**src/sv/mi3_pkg.sv**
```systemverilog
// Package for the 3x3 matrix inverse unit.
// Holds the fixed widths, the pipeline word types and the saturation helper.
// No dependencies.
package mi3_pkg;

   localparam int ELEM_W  = 32;               // matrix and result element width
   localparam int LANES   = 9;                // elements per matrix
   localparam int CROSS_W = 64;               // cross-product entry, exact
   localparam int DET_W   = 98;               // signed determinant, exact
   localparam int DMAG_W  = 97;               // determinant magnitude
   localparam int QUO_W   = 33;               // quotient bits developed
   localparam int DIV_W   = DMAG_W + QUO_W;   // divider remainder width

   localparam logic [ELEM_W-1:0] SAT_POS = 32'h7FFF_FFFF;
   localparam logic [ELEM_W-1:0] SAT_NEG = 32'h8000_0000;

   typedef logic [ELEM_W-1:0] elem_type;

   // matrix word entering the pipe
   typedef struct packed {
      logic                   valid;
      elem_type [LANES-1:0]   a;        // a[row*3+col]
   } mat_type;

   // cross products r_i (row i of the adjugate) plus column 2
   typedef struct packed {
      logic                            valid;
      logic [LANES-1:0][CROSS_W-1:0]   r;     // r[row*3+col], signed
      elem_type [2:0]                  c2;    // column 2 of the input
   } cross_type;

   // one lane group inside the divider
   typedef struct packed {
      logic                          valid;
      logic                          sing;
      logic                          dneg;
      logic [DMAG_W-1:0]             dmag;
      elem_type                      det_value;
      logic [LANES-1:0]              neg;
      logic [LANES-1:0]              ovf;
      logic [LANES-1:0][DIV_W-1:0]   rem;
      logic [LANES-1:0][QUO_W-1:0]   quo;
   } div_type;

   // result word
   typedef struct packed {
      logic                   valid;
      logic                   sing;
      elem_type               det_value;
      elem_type [LANES-1:0]   inv;
   } rsp_type;

   // signed 32-bit value from sign and magnitude, saturated
   function automatic elem_type sat32(input logic neg, input logic [DMAG_W:0] mag);
      elem_type res;
      if (!neg) begin
         res = (mag > (DMAG_W+1)'(SAT_POS)) ? SAT_POS : mag[ELEM_W-1:0];
      end else begin
         res = (mag > (DMAG_W+1)'(SAT_NEG)) ? SAT_NEG : (~mag[ELEM_W-1:0] + 32'd1);
      end
      return res;
   endfunction

endpackage

```
**src/sv/mi3_out.sv**
```systemverilog
// Output stage: rounds each quotient, saturates, zeroes a singular result.
// Depends on mi3_pkg.
module mi3_out (
   input  logic              clock,
   input  logic              reset,
   input  logic              en,
   input  mi3_pkg::div_type  d,
   output mi3_pkg::rsp_type  o
);

   mi3_pkg::rsp_type          o_in, o_ff;
   logic [mi3_pkg::DMAG_W:0]  qr;
   logic                      rnd;

   // round to nearest, ties away from zero, then saturate
   always_comb begin
      qr  = '0;
      rnd = 1'b0;
      o_in.valid     = d.valid;
      o_in.sing      = d.sing;
      o_in.det_value = d.det_value;
      for (int l = 0; l < mi3_pkg::LANES; l++) begin
         rnd = ({d.rem[l][mi3_pkg::DMAG_W-1:0], 1'b0} >= {1'b0, d.dmag});
         qr  = (mi3_pkg::DMAG_W+1)'(d.quo[l]) + (mi3_pkg::DMAG_W+1)'(rnd);
         if (d.sing) begin
            o_in.inv[l] = '0;
         end else if (d.ovf[l]) begin
            o_in.inv[l] = d.neg[l] ? mi3_pkg::SAT_NEG : mi3_pkg::SAT_POS;
         end else begin
            o_in.inv[l] = mi3_pkg::sat32(d.neg[l], qr);
         end
      end
   end

   always_ff @(posedge clock) begin
      if (reset) begin
         o_ff.valid <= 1'b0;
      end else if (en) begin
         o_ff <= o_in;
      end
   end

   assign o = o_ff;

endmodule

```
**config.mk**
```make
export PLATFORM = sky130hd
export DESIGN_NAME = mi3_out
export DESIGN_NICKNAME = d
export VERILOG_FILES = /design/src/sv/mi3_pkg.sv /design/src/sv/mi3_out.sv
export SDC_FILE = /design/constraint.sdc
export NUM_CORES = 2
export LEC_CHECK = 0
export BUFFER_PORTS_ARGS = -buffer_cell sky130_fd_sc_hd__buf_2
export CAP_MARGIN = 20
export CORE_AREA = 10 10 747 749
export CTS_BUF_LIST = sky130_fd_sc_hd__clkbuf_4
export CTS_CLUSTER_SIZE = 8
export DETAILED_ROUTE_END_ITERATION = 8
export DIE_AREA = 0 0 757 759
export PLACE_DENSITY_LB_ADDON = 0.1
export SLEW_MARGIN = 10
export SYNTH_ARGS = -nofsm -noshare
export SYNTH_HDL_FRONTEND = slang
export SYNTH_SLANG_ARGS = --single-unit
```
**constraint.sdc**
```tcl
create_clock -name clock -period 17.9 [get_ports clock]
set_input_delay 3.58 -clock clock [delete_from_list [all_inputs] [get_ports clock]]
set_output_delay 3.58 -clock clock [all_outputs]
set_load 0.01 [all_outputs]
```
# After elaboration in Yosys (flattened, before gate mapping)
# Index checks and enable logic that the tools add are counted.
word_totals:
  elab_cells: 113
  input_bits: 1620
  register_bits: 322
op_classes:
  reduce_logical: 1
  bitwise_logic: 10
  add_sub_neg: 18
  n_lt_le_gt_ge: 27
  mux: 45
ops:
  columns: ["cell", "count"]
  rows:
  - ["2-to-1 mux 32 bit", 45]
  - [">= comparator 98 x 97 -> 1 bit", 9]
  - ["adder 33 x 1 -> 34 bit", 9]
  - ["greater-than comparator 34 x 31 -> 1 bit, second input constant", 9]
  - ["greater-than comparator 34 x 32 -> 1 bit, second input constant", 9]
  - ["adder 32 x 1 -> 32 bit, second input constant", 9]
  - ["inverter 32 bit", 9]
  - ["AND reduction 2 bit", 1]
  - ["inverter 1 bit", 1]

# Logic depth before layout (Yosys ltp)
depth:
  word_depth: 7
  depth_mapped: 26

# Least setup slack after synthesis
# Ideal clock, no wire load.
synth_timing:
  path_type: "input to register"
  start: "input port reset"
  end: "register o_ff (netlist bit o[0]) (enable)"
  path_stages: 1
  slack_ps: -916
  arrival_time_ps: 17762
  path_cell_list: "nor2b_1"
synth_between:
  elab_chain_len: 2
synth_rtl:
  columns: ["item", "line_no", "rtl"]
  rows:
  - ["from (decl)", "mi3_out.sv:5", "input logic reset,"]
  - ["inverter 1 bit (no line)", null, null]
  - ["AND reduction 2 bit (no line)", null, null]
  - ["to (signal assigned)", "mi3_out.sv:39", "o_ff <= o_in;"]
  - ["to (decl)", "mi3_out.sv:11", "mi3_pkg::rsp_type o_in, o_ff;"]
# Every way passes these cells.
# A chain may end at the register's enable or synchronous reset.

# Worst setup path after layout
layout_timing:
  start: "input port d[1574] in the netlist's numbering"
  end: "register o_ff (netlist bit o[241]), data pin"
layout_between:
  elab_chain_len: 7
  word_cells_on_any_way: 10
layout_rtl:
  columns: ["item", "line_no", "rtl"]
  rows:
  - ["from (decl)", "mi3_out.sv:7", "input mi3_pkg::div_type d,"]
  - [">= comparator 98 x 97 -> 1 bit (*)", "mi3_out.sv:23", "rnd = ({d.rem[l][mi3_pkg::DMAG_W-1:0], 1'b0} >= {1'b0, d.dmag});"]
  - ["adder 33 x 1 -> 34 bit (*)", "mi3_out.sv:24", "qr = (mi3_pkg::DMAG_W+1)'(d.quo[l]) + (mi3_pkg::DMAG_W+1)'(rnd);"]
  - ["inverter 32 bit", "mi3_pkg.sv:59", "res = (mag > (DMAG_W+1)'(SAT_NEG)) ? SAT_NEG : (~mag[ELEM_W-1:0] + 32'd1);"]
  - ["adder 32 x 1 -> 32 bit", "mi3_pkg.sv:59", null]
  - ["2-to-1 mux 32 bit", "mi3_pkg.sv:59", null]
  - ["2-to-1 mux 32 bit (*)", "mi3_pkg.sv:56", "if (!neg) begin"]
  - ["2-to-1 mux 32 bit (*)", "mi3_out.sv:27", "end else if (d.ovf[l]) begin"]
# Mark *: on every way between the ends. The rest lies on a longest branch, timed or not.

==> impl_metrics.tcl <==
set metrics [dict create \
    status "completed" \
    htree_levels 3 \
    place_area_mm2 0.0663 \
    vias 56500 \
    crit_arrival_ns 12.84 \
    power.leakage_nw 28.3 \
    numPortBuffers 1643 \
    grt_pass1_vias 56800 \
    syn_area_mm2 0.0486 \
    areaGrowthSynthToFinish_pct 40.6 \
    p_sw_w 0.00134 \
    fin_ws_ns 6.13 \
    synth_cells 5798 \
    cts_setup_buffers 0 \
    cts_sinks 322 \
    multi_input_area_mm2 0.0375 \
    track_usage 0.142 \
    critPathKind "in2reg" \
    power_density_mw_per_mm2 46.4 \
    grt_pass1_wl_um 555000 \
    reg2reg_depth 2 \
    syn_area_per_cell_um2 8.38 \
    ys_seq_area_frac 0.199 \
    finalSetupTns_ns 0 \
    finalHoldViolCount 0 \
    core-area_mm2 0.543 \
    synthArstFlopShare 0 \
    required_ns 18.96 \
    initial_utilization 0.0895 \
    routed_wl_um 430000 \
    io_pins 1942 \
    relSlewSlack 0.234 \
    whs_ns 0.497 \
    p_seq_frac 0.290 \
    synth_edf_count 321 \
    netSwitchingFraction 0.422 \
    cts.path.max_buffers 4 \
    crit_fanout 18 \
    hp-class "reg2reg" \
    pwr-share-comb 0.413 \
    finalInstanceArea_mm2 0.0683 \
    die_x_um 757 \
    largest_reg_flops 322 \
    dp.cells 14600 \
    grt_antenna_before_repair 487 \
    finalCritPeriodShare 0.658 \
    hold_buffers 0 \
    tightest_slew_ns 1.14 \
    cts_tree "done" \
    use_met2 0.249 \
    drtPass1Iterations 5 \
    syn-num-nets 8318 \
    regArea_mm2 0.00966 \
    clk_pin_slew_worst_paths_ns 0.06 \
    busiest_layer "met2" \
    ys_ff_latch 322 \
    final_nets 10000 \
    clockRootBuffer "clkbuf_4" \
    dp.final_hpwl_um 378000 \
    cap_violations 0 \
    ctsResizeCount 0 \
    drc 0 \
    post_drt_wl_per_cell_um 28.7 \
    drv_slew 0 \
    die-area_mm2 0.575 \
    cts_made_buffers 122 \
    holdPathStages 2 \
    placementRows 271 \
    dr.first_iter.drc_count 3549 \
    synth_warnings 0 \
    stdcell_count 15000 \
    n_fill_cell 62800 \
    worst_setup_path_end_kind "register" \
    insertion_delay_ns 1.14 \
    clkPwrFrac 0.297 \
    use_met3 0.0484 \
    preCtsSetupSlack_ns 4.41 \
    die_h_um 759 \
    internal_power_w 0.00183 \
    grt_max_degree 117 \
    timing.fmax_ghz 0.0849 \
    vdd_drop_max_uv 46.0 \
    start_kind "input pin" \
    synthDistinctLibCells 106 \
    setup_viol_count_final 0 \
    drive_gt1_frac 0.279 \
    gr-usage-met1 0.166 \
    ant_nets 0 \
    rsz0062_at_grt "false" \
    overflow 0 \
    avgViaCountPerCell 3.77 \
    gp_congestion 0.848 \
    fin_skew_ns 0 \
    period_needed_ns 11.77 \
    ys.flop_type "edfxtp_1" \
]
critical path, cell delays in order:
cell and delay (ns):
buf_2 0.10, inv_1 0.66, ha_1 0.26, nand4_1 0.17, nor4_1 0.61, nand2_1 0.27
nor4_2 0.59, buf_4 0.25, nand4_1 0.08, nor2_1 0.41, a2111oi_0 0.15, o21ai_0 0.29
a21o_1 0.42, ha_1 0.43, ha_1 0.41, and3_1 0.40, and4b_1 0.25, o221ai_1 0.40
nand4b_1 0.44, nor2_1 0.50, nand4_1 0.47, o21bai_4 0.71, o21ai_2 0.42, a211oi_1 0.50
cells in the mapped netlist, types with 11 or more instances:
cell type | instances | share of area
and3b_1 | 15 | 0.0027
or4_1 | 33 | 0.0051
nor4_1 | 93 | 0.012
and4_1 | 45 | 0.0081
a21oi_1 | 457 | 0.047
a311oi_1 | 19 | 0.0034
nand3_1 | 267 | 0.028
buf_2 | 53 | 0.0055
nor2b_1 | 58 | 0.0075
a31oi_1 | 34 | 0.0044
and2_1 | 44 | 0.0057
o21a_1 | 28 | 0.0043
nor4_2 | 11 | 0.0028
or2_2 | 22 | 0.0028
o31ai_1 | 23 | 0.0036
xnor2_1 | 226 | 0.041
and3_1 | 97 | 0.012
o21bai_1 | 23 | 0.0036
or3_1 | 41 | 0.0053
o2111ai_1 | 16 | 0.0029
a21o_1 | 375 | 0.058
a221oi_1 | 55 | 0.0099
nand3b_1 | 21 | 0.0032
o221ai_1 | 14 | 0.0025
a21boi_0 | 25 | 0.0039
o31a_1 | 12 | 0.0022
nor2_1 | 386 | 0.030
o211a_1 | 14 | 0.0029
nor3b_1 | 17 | 0.0026
o211ai_1 | 48 | 0.0074
a211oi_1 | 72 | 0.011
nand4b_1 | 19 | 0.0034
edfxtp_1 | 321 | 0.20
nor3_1 | 156 | 0.016
mux2i_1 | 53 | 0.011
inv_1 | 173 | 0.013
a2111oi_0 | 12 | 0.0022
o21ai_0 | 279 | 0.029
nand2_1 | 392 | 0.030
a211o_1 | 12 | 0.0022
ha_1 | 900 | 0.23
xor2_1 | 154 | 0.028
nand2b_1 | 31 | 0.0040
nand4_1 | 309 | 0.040
clkbuf_1 | 143 | 0.011
logic make-up (layout without fill, tap and decap cells):
family,after synthesis,in the layout,synth area share
AO/OA/AOI/OAI,1628,1628,0.222
XOR/XNOR,380,380,0.0685
adder cells (fa/ha/maj),900,900,0.232
buffers and inverters,392,2190,0.0325
flip-flops,322,322,0.199
multiplexers,63,63,0.0132
other,0,159,0
AND/OR/NAND/NOR,2113,2113,0.233
final timing paths:
path | startpoint | end | slack, ns
worst min-delay path | o[321]$_SDFFE_PP0P_ | o[321]$_SDFFE_PP0P_ | 0.50
worst max register to register | o[321]$_SDFFE_PP0P_ | o[321]$_SDFFE_PP0P_ | 17.31
worst min register to register | o[321]$_SDFFE_PP0P_ | o[321]$_SDFFE_PP0P_ | 0.50
worst max-delay path | d[1574] | o[241]$_SDFFCE_PP0P_ | 6.13
layout make-up:
class | instances | area share
sequential | 322 | 0.141
clock buffer | 167 | 0.0184
clock inverter | 49 | 0.00410
timing repair buffer | 1798 | 0.139
multi-input combinational | 5084 | 0.549
inverter | 176 | 0.00969
antenna | 159 | 0.00583
tap | 7234 | 0.133
per-layer routing:
layer / vias to the layer above / share of wire / wire, um
li1: 26200 / - / -
met1: 26800 / 0.40 / 174000
met2: 2416 / 0.48 / 206000
met3: 892 / 0.084 / 36200
met4: 244 / 0.029 / 12600
met5: - / 0.0036 / 1530
placed cells by master, fill, tap and decap left out, types with 267 or more instances in the layout:
master and count:
a21o_1 375, a21oi_1 455, buf_2 1642, edfxtp_1 321, ha_1 900, nand2_1 392
nand3_1 267, nand4_1 309, nor2_1 386, o21ai_0 275
power by group through the flow:
| stage | clock network [W] | logic [W] | registers [W] |
|---|---|---|---|
| 3_5_place_dp | 0 | 0.00135 | 0.000937 |
| 4_1_cts | 0.00102 | 0.00136 | 0.000921 |
| 3_3_place_gp | 0 | 0.00134 | 0.000937 |
| 2_1_floorplan | 0 | 0.000590 | 0.000958 |
| 5_1_grt | 0.00105 | 0.00146 | 0.000923 |
| 6_report | 0.000940 | 0.00131 | 0.000919 |
metrics by stage:
| stage | util | power (W) |
|---|---|---|
| 2_1_floorplan | - | 0.00155 |
| 3_3_place_gp | 0.122 | 0.00227 |
| 3_5_place_dp | 0.122 | 0.00229 |
| 4_1_cts | 0.125 | 0.00330 |
| 5_1_grt | 0.125 | 0.00344 |
| 6_report | 0.126 | 0.00317 |
Note: power is estimated with default switching activity, not from simulation.
